$ cat config.mk
export PLATFORM = sky130hd
export DESIGN_NAME = key_matrix_event_pacer
export DESIGN_NICKNAME = d
export VERILOG_FILES = /design/src/design/kmep_pkg.sv /design/src/design/kmep_fifo.sv /design/src/design/kmep_front.sv /design/src/design/kmep_exec.sv /design/src/design/key_matrix_event_pacer.sv
export SDC_FILE = /design/constraint.sdc
export NUM_CORES = 2
export LEC_CHECK = 0
export BUFFER_PORTS_ARGS = -buffer_cell sky130_fd_sc_hd__buf_4
export CORE_ASPECT_RATIO = 0.9
export CORE_MARGIN = 1.5
export CORE_UTILIZATION = 40
export CTS_CLUSTER_SIZE = 8
export DETAILED_ROUTE_END_ITERATION = 6
export PLACE_DENSITY = 0.65
export SYNTH_ARGS = -nofsm -noshare
export SYNTH_HDL_FRONTEND = slang
export SYNTH_HIERARCHICAL = 1
export SYNTH_SLANG_ARGS = --single-unit
$ cat constraint.sdc
create_clock -name clk -period 4.9 [get_ports clk]
set_input_delay 0.735 -clock clk [delete_from_list [all_inputs] [get_ports clk]]
set_output_delay 0.735 -clock clk [all_outputs]
set_load 0.01 [all_outputs]
$ cat src/design/kmep_pkg.sv
// shared types and constants of the key matrix event pacer
package kmep_pkg;

	localparam logic [1:0] KIND_TICK = 2'd0;
	localparam logic [1:0] KIND_KEY  = 2'd1;
	localparam logic [1:0] KIND_MAP  = 2'd2;

	localparam logic [1:0] STATUS_CLOSED   = 2'd0;
	localparam logic [1:0] STATUS_OPENED   = 2'd1;
	localparam logic [1:0] STATUS_UNMAPPED = 2'd2;
	localparam logic [1:0] STATUS_DROPPED  = 2'd3;

	localparam int CFG_IDX_W = 1;
	localparam logic [CFG_IDX_W-1:0] REG_PRESS_GAP   = 1'd0;
	localparam logic [CFG_IDX_W-1:0] REG_RELEASE_GAP = 1'd1;

	localparam logic [7:0] PRESS_GAP_RST   = 8'd40;
	localparam logic [7:0] RELEASE_GAP_RST = 8'd20;

	// map_slot is six bits wide, so no more entries can ever be written
	localparam int MAP_SLOTS = 64;

	typedef struct packed {
		logic [1:0]  kind;
		logic [15:0] key_code;
		logic        pressed;
		logic [5:0]  map_slot;
		logic [5:0]  map_row_line;
		logic [5:0]  map_col_line;
		logic        map_modifier;
		logic        map_valid;
	} in_word_t;

	typedef struct packed {
		logic [1:0]  status;
		logic [5:0]  line_a;
		logic [5:0]  line_b;
		logic [15:0] event_code;
		logic        last;
	} out_word_t;

	typedef struct packed {
		logic        pressed;
		logic [15:0] code;
	} evt_t;

	typedef struct packed {
		logic [15:0] code;
		logic [5:0]  row;
		logic [5:0]  col;
		logic        modifier;
	} map_ent_t;

	typedef struct packed {
		logic       en;
		logic [5:0] slot;
		logic       valid;
		map_ent_t   ent;
	} map_wr_t;

	typedef struct packed {
		logic strobe;
		logic matched;
		logic modifier;
		logic pressed;
	} done_t;

endpackage

$ cat src/design/kmep_fifo.sv
// event queue between the pacing front and the map scanning back
module kmep_fifo #(
	parameter int DEPTH = 64
) (
	input  logic                         clk,
	input  logic                         arst_n,
	input  logic                         push,
	input  kmep_pkg::evt_t               push_data,
	input  logic                         pop,
	output kmep_pkg::evt_t               head,
	output logic [$clog2(DEPTH+1)-1:0]   count
);

	localparam int AW = $clog2(DEPTH);
	localparam int CW = $clog2(DEPTH + 1);

	kmep_pkg::evt_t mem [DEPTH];
	kmep_pkg::evt_t head_q;
	logic [AW-1:0]  wr_q;
	logic [AW-1:0]  rd_q;
	logic [CW-1:0]  count_q;

	function automatic logic [AW-1:0] ptr_next(input logic [AW-1:0] p);
		return (p == AW'(DEPTH - 1)) ? '0 : p + 1'b1;
	endfunction

	always_ff @(posedge clk or negedge arst_n) begin
		if (!arst_n) begin
			wr_q    <= '0;
			rd_q    <= '0;
			count_q <= '0;
		end else begin
			if (push)
				wr_q <= ptr_next(wr_q);
			if (pop)
				rd_q <= ptr_next(rd_q);
			unique case ({push, pop})
				2'b10:   count_q <= count_q + 1'b1;
				2'b01:   count_q <= count_q - 1'b1;
				default: count_q <= count_q;
			endcase
		end
	end

	always_ff @(posedge clk) begin
		if (push)
			mem[wr_q] <= push_data;
		if (pop)
			head_q <= mem[rd_q];
	end

	assign head  = head_q;
	assign count = count_q;

`ifndef NO_ASSERTIONS
	a_count_bound: assert property (@(posedge clk) disable iff (!arst_n)
		count_q <= CW'(DEPTH))
		else $error("event queue count beyond depth");
`endif

endmodule

$ cat src/design/kmep_front.sv
// front: takes command words, keeps the tick pacing and the gap registers
module kmep_front #(
	parameter int QUEUE_DEPTH = 64,
	parameter int MAP_ENTRIES = 64
) (
	input  logic                               clk,
	input  logic                               arst_n,
	input  logic                               start,
	input  kmep_pkg::in_word_t                 cmd,
	input  logic                               cfg_we,
	input  logic [kmep_pkg::CFG_IDX_W-1:0]     cfg_index,
	input  logic [7:0]                         cfg_wdata,
	input  logic [$clog2(QUEUE_DEPTH+1)-1:0]   queue_level,
	input  logic                               back_busy,
	input  kmep_pkg::done_t                    done,
	output logic                               busy,
	output logic                               push,
	output kmep_pkg::evt_t                     push_data,
	output logic                               pop,
	output logic                               exec_go,
	output kmep_pkg::map_wr_t                  map_wr,
	output logic                               drop_valid,
	output kmep_pkg::out_word_t                drop_word
);

	localparam int CW = $clog2(QUEUE_DEPTH + 1);

	logic       accept;
	logic       is_tick;
	logic       is_key;
	logic       is_map;
	logic       full;
	logic       fire;
	logic [7:0] first_gap;
	logic [7:0] since_q;
	logic [7:0] wait_rem_q;
	logic       wait_active_q;
	logic       exec_wait_q;
	logic [7:0] press_gap_q;
	logic [7:0] release_gap_q;
	logic       go_q;
	logic       drop_valid_q;
	kmep_pkg::out_word_t drop_word_q;

	always_comb begin
		accept    = start && !busy;
		is_tick   = accept && (cmd.kind == kmep_pkg::KIND_TICK);
		is_key    = accept && (cmd.kind == kmep_pkg::KIND_KEY);
		is_map    = accept && (cmd.kind == kmep_pkg::KIND_MAP);
		full      = (queue_level == CW'(QUEUE_DEPTH));
		fire      = is_tick && wait_active_q && (wait_rem_q <= 8'd1);
		pop       = fire && (queue_level != '0);
		push      = is_key && !full;
		push_data = '{pressed: cmd.pressed, code: cmd.key_code};
		first_gap = (press_gap_q > since_q) ? press_gap_q - since_q : 8'd0;
		map_wr.en    = is_map && (32'(cmd.map_slot) < MAP_ENTRIES);
		map_wr.slot  = cmd.map_slot;
		map_wr.valid = cmd.map_valid;
		map_wr.ent   = '{code: cmd.key_code, row: cmd.map_row_line,
			col: cmd.map_col_line, modifier: cmd.map_modifier};
	end

	always_ff @(posedge clk or negedge arst_n) begin
		if (!arst_n) begin
			since_q       <= '0;
			wait_rem_q    <= '0;
			wait_active_q <= 1'b0;
			exec_wait_q   <= 1'b0;
			press_gap_q   <= kmep_pkg::PRESS_GAP_RST;
			release_gap_q <= kmep_pkg::RELEASE_GAP_RST;
			go_q          <= 1'b0;
			drop_valid_q  <= 1'b0;
		end else begin
			go_q         <= pop;
			drop_valid_q <= is_key && full;
			if (cfg_we) begin
				if (cfg_index == kmep_pkg::REG_PRESS_GAP)
					press_gap_q <= cfg_wdata;
				if (cfg_index == kmep_pkg::REG_RELEASE_GAP)
					release_gap_q <= cfg_wdata;
			end
			if (is_tick) begin
				if (since_q != 8'hFF)
					since_q <= since_q + 1'b1;
				if (wait_active_q) begin
					if (wait_rem_q <= 8'd1) begin
						if (queue_level == '0) begin
							wait_active_q <= 1'b0;
							wait_rem_q    <= '0;
						end else begin
							exec_wait_q <= 1'b1;
						end
					end else begin
						wait_rem_q <= wait_rem_q - 1'b1;
					end
				end
			end
			if (push && !wait_active_q) begin
				wait_active_q <= 1'b1;
				wait_rem_q    <= first_gap;
			end
			// execution finished: the queue count already reflects the pop
			if (done.strobe) begin
				exec_wait_q <= 1'b0;
				if (done.matched)
					since_q <= '0;
				if (queue_level != '0) begin
					wait_active_q <= 1'b1;
					if (!done.matched || done.modifier)
						wait_rem_q <= '0;
					else
						wait_rem_q <= done.pressed ? press_gap_q : release_gap_q;
				end else begin
					wait_active_q <= 1'b0;
					wait_rem_q    <= '0;
				end
			end
		end
	end

	always_ff @(posedge clk) begin
		if (is_key)
			drop_word_q <= '{status: kmep_pkg::STATUS_DROPPED, line_a: 6'd0,
				line_b: 6'd0, event_code: cmd.key_code, last: 1'b1};
	end

	assign busy       = exec_wait_q || back_busy;
	assign exec_go    = go_q;
	assign drop_valid = drop_valid_q;
	assign drop_word  = drop_word_q;

`ifndef NO_ASSERTIONS
	a_exec_has_wait: assert property (@(posedge clk) disable iff (!arst_n)
		exec_wait_q |-> wait_active_q)
		else $error("execution pending without an active wait");
`endif

endmodule

$ cat src/design/kmep_exec.sv
// back: scans the key map for the head event and emits the crosspoint words
module kmep_exec #(
	parameter int MAP_ENTRIES = 64
) (
	input  logic                 clk,
	input  logic                 arst_n,
	input  logic                 go,
	input  kmep_pkg::evt_t       head,
	input  kmep_pkg::map_wr_t    map_wr,
	output logic                 busy,
	output kmep_pkg::done_t      done,
	output logic                 res_valid,
	output kmep_pkg::out_word_t  res
);

	localparam int MAP_DEPTH = (MAP_ENTRIES < kmep_pkg::MAP_SLOTS) ?
		MAP_ENTRIES : kmep_pkg::MAP_SLOTS;
	localparam int MAW = (MAP_DEPTH > 1) ? $clog2(MAP_DEPTH) : 1;
	localparam int IW  = $clog2(MAP_DEPTH + 1);

	localparam logic [1:0] ST_IDLE = 2'd0;
	localparam logic [1:0] ST_SCAN = 2'd1;
	localparam logic [1:0] ST_LAST = 2'd2;

	kmep_pkg::map_ent_t map_mem [MAP_DEPTH];
	logic               valid_q [MAP_DEPTH];

	logic [1:0]          state_q;
	logic [IW-1:0]       idx_q;
	logic                chk_s1;
	logic                ent_vld_s1;
	kmep_pkg::map_ent_t  ent_s1;
	logic [15:0]         code_q;
	logic                pressed_q;
	kmep_pkg::map_ent_t  pend_q;
	logic                have_pend_q;
	logic                mod_q;
	logic                res_valid_q;
	kmep_pkg::out_word_t res_q;
	kmep_pkg::done_t     done_q;
	logic                scan_rd;
	logic                hit;

	always_comb begin
		scan_rd = (state_q == ST_SCAN) && (idx_q != IW'(MAP_DEPTH));
		hit     = chk_s1 && ent_vld_s1 && (ent_s1.code == code_q);
	end

	always_ff @(posedge clk or negedge arst_n) begin
		if (!arst_n) begin
			state_q     <= ST_IDLE;
			idx_q       <= '0;
			chk_s1      <= 1'b0;
			have_pend_q <= 1'b0;
			res_valid_q <= 1'b0;
			done_q      <= '0;
			for (int i = 0; i < MAP_DEPTH; i++)
				valid_q[i] <= 1'b0;
		end else begin
			res_valid_q   <= 1'b0;
			done_q.strobe <= 1'b0;
			chk_s1        <= scan_rd;
			if (map_wr.en)
				valid_q[map_wr.slot[MAW-1:0]] <= map_wr.valid;
			unique case (state_q)
				ST_IDLE: begin
					if (go) begin
						state_q     <= ST_SCAN;
						idx_q       <= '0;
						have_pend_q <= 1'b0;
					end
				end
				ST_SCAN: begin
					if (scan_rd)
						idx_q <= idx_q + 1'b1;
					else
						state_q <= ST_LAST;
				end
				ST_LAST: begin
					res_valid_q     <= 1'b1;
					done_q.strobe   <= 1'b1;
					done_q.matched  <= have_pend_q;
					done_q.modifier <= mod_q;
					done_q.pressed  <= pressed_q;
					state_q         <= ST_IDLE;
				end
				default: state_q <= ST_IDLE;
			endcase
			// a match flushes the one held back, so the final word can carry last
			if (hit) begin
				have_pend_q <= 1'b1;
				if (have_pend_q)
					res_valid_q <= 1'b1;
			end
		end
	end

	always_ff @(posedge clk) begin
		if (map_wr.en)
			map_mem[map_wr.slot[MAW-1:0]] <= map_wr.ent;
		if (scan_rd) begin
			ent_s1     <= map_mem[idx_q[MAW-1:0]];
			ent_vld_s1 <= valid_q[idx_q[MAW-1:0]];
		end
		if ((state_q == ST_IDLE) && go) begin
			code_q    <= head.code;
			pressed_q <= head.pressed;
		end
		if (hit) begin
			pend_q <= ent_s1;
			mod_q  <= ent_s1.modifier;
			if (have_pend_q)
				res_q <= '{status: pressed_q ? kmep_pkg::STATUS_CLOSED :
					kmep_pkg::STATUS_OPENED, line_a: pend_q.row, line_b: pend_q.col,
					event_code: code_q, last: 1'b0};
		end
		if (state_q == ST_LAST) begin
			if (have_pend_q)
				res_q <= '{status: pressed_q ? kmep_pkg::STATUS_CLOSED :
					kmep_pkg::STATUS_OPENED, line_a: pend_q.row, line_b: pend_q.col,
					event_code: code_q, last: 1'b1};
			else
				res_q <= '{status: kmep_pkg::STATUS_UNMAPPED, line_a: 6'd0,
					line_b: 6'd0, event_code: code_q, last: 1'b1};
		end
	end

	assign busy      = (state_q != ST_IDLE);
	assign done      = done_q;
	assign res_valid = res_valid_q;
	assign res       = res_q;

`ifndef NO_ASSERTIONS
	a_done_last: assert property (@(posedge clk) disable iff (!arst_n)
		done_q.strobe |-> (res_valid_q && res_q.last))
		else $error("scan finished without a final word");
	a_res_in_scan: assert property (@(posedge clk) disable iff (!arst_n)
		res_valid_q |-> $past(state_q != ST_IDLE))
		else $error("result word outside a scan");
`endif

endmodule

$ cat src/design/key_matrix_event_pacer.sv
// top level of the key matrix event pacer
// a tick, key or map word is taken while busy is low; busy stays low after a key or map word
// a tick that fires an event holds busy until the key map scan over N = min(MAP_ENTRIES, 64)
// entries, reading one memory entry per cycle, has finished
// crosspoint words follow the scan, the final one with last set
// a dropped event gives its word in the cycle after it is taken
// arst_n clears the queue, the map valid bits, the pacing state and sets gaps to 40 and 20
module key_matrix_event_pacer #(
	parameter int QUEUE_DEPTH = 64,
	parameter int MAP_ENTRIES = 64
) (
	input  logic                             clk,
	input  logic                             arst_n,
	input  logic                             start,
	input  kmep_pkg::in_word_t               cmd,
	output logic                             busy,
	output logic                             result_valid,
	output kmep_pkg::out_word_t              result,
	input  logic                             cfg_we,
	input  logic [kmep_pkg::CFG_IDX_W-1:0]   cfg_index,
	input  logic [7:0]                       cfg_wdata
);

	localparam int CW = $clog2(QUEUE_DEPTH + 1);

	logic                back_busy;
	logic                push;
	logic                pop;
	logic                exec_go;
	logic                drop_valid;
	logic                res_valid;
	logic [CW-1:0]       queue_level;
	kmep_pkg::evt_t      push_data;
	kmep_pkg::evt_t      head;
	kmep_pkg::map_wr_t   map_wr;
	kmep_pkg::done_t     done;
	kmep_pkg::out_word_t drop_word;
	kmep_pkg::out_word_t res;

	kmep_front #(
		.QUEUE_DEPTH (QUEUE_DEPTH),
		.MAP_ENTRIES (MAP_ENTRIES)
	) u_front (
		.clk         (clk),
		.arst_n      (arst_n),
		.start       (start),
		.cmd         (cmd),
		.cfg_we      (cfg_we),
		.cfg_index   (cfg_index),
		.cfg_wdata   (cfg_wdata),
		.queue_level (queue_level),
		.back_busy   (back_busy),
		.done        (done),
		.busy        (busy),
		.push        (push),
		.push_data   (push_data),
		.pop         (pop),
		.exec_go     (exec_go),
		.map_wr      (map_wr),
		.drop_valid  (drop_valid),
		.drop_word   (drop_word)
	);

	kmep_fifo #(
		.DEPTH (QUEUE_DEPTH)
	) u_fifo (
		.clk       (clk),
		.arst_n    (arst_n),
		.push      (push),
		.push_data (push_data),
		.pop       (pop),
		.head      (head),
		.count     (queue_level)
	);

	kmep_exec #(
		.MAP_ENTRIES (MAP_ENTRIES)
	) u_exec (
		.clk       (clk),
		.arst_n    (arst_n),
		.go        (exec_go),
		.head      (head),
		.map_wr    (map_wr),
		.busy      (back_busy),
		.done      (done),
		.res_valid (res_valid),
		.res       (res)
	);

	always_comb begin
		result_valid = res_valid || drop_valid;
		result       = res_valid ? res : drop_word;
	end

`ifndef NO_ASSERTIONS
	a_one_source: assert property (@(posedge clk) disable iff (!arst_n)
		!(res_valid && drop_valid))
		else $error("scan word and drop word in the same cycle");
`endif

endmodule
==> impl_metrics.env <==
export IMPL_fin_skew_ns=0.0692
export IMPL_cts_root_buf="clkbuf_16"
export IMPL_dpl_worst_slack_ns=1.08
export IMPL_p_leak_uw=0.0448
export IMPL_max_slew_worst_pin_slew_ns=1.23
export IMPL_p_int_uw=50300
export IMPL_end_kind="flip-flop"
export IMPL_netSwitchingPower_uw=15200
export IMPL_drtIter0Drc=8206
export IMPL_io_pins=85
export IMPL_seq_area_frac_synth_pct=76.6
export IMPL_cts_sinks=3203
export IMPL_final_layout_size_suffix_gt1_share_pct=26.3
export IMPL_antenna_found_initial=28
export IMPL_vias=63300
export IMPL_ir_drop_uv=319
export IMPL_critical_path_class="flip-flop to flip-flop"
export IMPL_hold_path_class="input port to flip-flop"
export IMPL_clockBufferDepth=4
export IMPL_drt_wl_total_um=325000
export IMPL_synth_main_ff_cell="edfxtp_1"
export IMPL_multi_input_area_um2=27300
export IMPL_design_area_um2=144000
export IMPL_track_usage_pct=20.3
export IMPL_synth_async_reset_ratio_pct=4.21
export IMPL_total_power_uw=65500
export IMPL_regArea_um2=95500
export IMPL_netlist_top_cells_area="edfxtp_1, mux4_2, dfrtp_1, mux2i_1, mux2_2"
export IMPL_drc=0
export IMPL_hold_viol=0
export IMPL_fmax_mhz=257
export IMPL_tns_ns=0
export IMPL_postCtsSetupRepairBufs=0
export IMPL_routed_top_layer="met5"
export IMPL_cts_resized=0
export IMPL_dieWidth_um=592
export IMPL_routed_wl_met3_um=35800
export IMPL_pwr_share_seq_pct=46.9
export IMPL_synth_edf_count=3068
export IMPL_grt_pass1_wl_um=462000
export IMPL_grt_max_degree=122
export IMPL_cts_buffers=442
export IMPL_wl_met1_um=133000
export IMPL_place_area_um2=131000
export IMPL_die_height_um=533
export IMPL_area_delta_synth_final_pct=15.3
export IMPL_initial_core_util_pct=40.2
export IMPL_pwr_share_comb_pct=11.0
export IMPL_clk_pin_slew_worst_paths_ns=0.05
export IMPL_setup_viol=0
export IMPL_clk_latency_ns=0.92
export IMPL_ant_nets=0
export IMPL_h_tree_depth=5
export IMPL_pwr_share_clk_pct=42.1
export IMPL_synth_area_um2=125000
export IMPL_num_nets_final=6426
export IMPL_p_per_area_nw_per_um2=455
export IMPL_yosysMostFrequentCell="edfxtp_1"
export IMPL_core_area_um2=310000
export IMPL_grt_pass1_vias=62000
export IMPL_avgRoutedWirePerCell_um=30.3
export IMPL_fill_cells=25300
export IMPL_cap_violations=0
export IMPL_yosysWarnings=6
export IMPL_yosysUniqueCellTypes=83
export IMPL_hpwl_um=197000
export IMPL_synth_top_cell_area_share_pct=73.9
export IMPL_cp_arrival_ns=4.54
export IMPL_synth_seq_cells=3203
export IMPL_p_sw_share_pct=23.2
export IMPL_die_area_um2=315000
export IMPL_yosys_area_top_type="edfxtp_1"
export IMPL_period_minus_slack_ns=3.90
export IMPL_rsz0062_at_grt="no"
export IMPL_maxSlewHeadroom_pct=18.0
export IMPL_routed_wl_met2_um=148000
export IMPL_cp_max_fo=40
export IMPL_setup_ws_ns=1.00
export IMPL_cts_tree="yes"
export IMPL_grt_ovfl_total=0
export IMPL_rows=194
export IMPL_via_per_inst=5.90
export IMPL_firstDrtPassIters=5
export IMPL_crit_path_start_kind="flip-flop"
export IMPL_cp_required_ns=5.54
export IMPL_avgSynthCellArea_um2=21.2
export IMPL_syn_inst=5891
export IMPL_gp_congestion=0.895
export IMPL_slew_viol_final=0
export IMPL_ctsHoldBuffers=1
export IMPL_finalCritPeriodShare_pct=79.6
export IMPL_port_buffer_count=84
export IMPL_status="finished clean"
export IMPL_synthTopCellsByCount="edfxtp_1, mux4_2, mux2i_1"
==> sequential cells by signal (all words and copies together), names as in the netlist, 7 cells and up <==
name	count
u_front/press_gap_q	8
u_exec/ent_s1	29
u_fifo/head	17
u_exec/pend_q	12
u_front/since_q	8
u_fifo/mem	1088
u_exec/idx_q	7
u_exec/map_mem	1856
u_exec/code_q	16
u_fifo/count	7
u_front/release_gap_q	8
u_exec/valid_q	64
u_exec/res	31
u_front/wait_rem_q	8
u_front/drop_word	16
==> power groups by stage <==
stage	Clock [µW]	Combinational (µW)	Sequential, µW
final	27600	7200	30700
after global routing	29100	7630	30700
after CTS	27900	7220	30700
after detailed placement	0	7200	31200
after global placement	0	7120	31200
after floorplan	0	5530	31000
==> final cells by class <==
class	count	share of cell area [%]
diodes	13	0.0226
clock buffers	664	8.39
clock inverters	17	0.201
inverters	28	0.0731
multi-input cells	2282	19.0
flip-flops and latches	3203	66.4
well taps	4116	3.58
repair buffers	398	2.33
==> stage by stage <==
stage          hold slack (ns)  utilization, %  cells
2_1_floorplan            0.400               -   5904
3_3_place_gp             0.402            42.4  10000
3_5_place_dp             0.406            42.4  10000
4_1_cts                0.00402            46.3  10700
5_1_grt                 0.0654            46.3  10700
6_report                0.0659            46.3  10700
==> logic make-up (layout without fill, tap and decap cells) <==
group	Yosys count	count (layout)	share of synthesized area, %
flip-flops	3203	3203	76.6
multiplexers	1084	1084	15.3
AO/OA/AOI/OAI	611	611	3.60
AND/OR/NAND/NOR	512	512	2.01
buffers and inverters	419	1107	2.04
XOR/XNOR	41	41	0.288
adder cells (fa/ha/maj)	19	19	0.197
other	2	28	0.00602
==> worst paths after layout <==
check                                 from                     end  slack (ns)  cells past startpoint
max                         u_fifo/rd_q[0]         u_fifo/head[11]        1.00                      5
min                           cfg_wdata[0]  u_front/press_gap_q[0]        0.07                      3
max reg2reg                 u_fifo/rd_q[0]         u_fifo/head[11]        1.00                      5
min reg2reg                u_fifo/head[13]       u_exec/code_q[13]        0.42                      0
max in group asynchronous           arst_n        u_exec/res_valid        3.28                      3
min in group asynchronous           arst_n      u_exec/valid_q[27]        0.52                      2
==> layout by cell type (no fill, tap or decap), drive strengths merged, types with 35 or more instances in the layout <==
master,n
edfxtp,3068
clkbuf,664
mux4,632
buf,397
mux2i,326
nor2,174
dfrtp,131
mux2,126
nand2,121
a22oi,93
o22ai,81
a21oi,65
o21ai,51
a221oi,49
a22o,48
a211oi,42
nor2b,41
o221ai,40
inv,35
==> worst max-delay path, cell delays in order, from the launching register on <==
cell and delay, ns:
dfrtp_4 1.02, or3b_1 0.78, o22ai_1 0.22, a2111oi_1 1.10, a311oi_1 0.27, a21o_1 0.24
==> routing by layer <==
| layer | vias to the layer above | global-route usage [%] |
|---|---|---|
| met4 | 16 | 5.59 |
| met1 | 33800 | 29.5 |
| met3 | 477 | 5.33 |
| met5 | - | 0 |
| met2 | 3449 | 30.4 |
| li1 | 25500 | - |
Power figures use the tool's default switching activity.
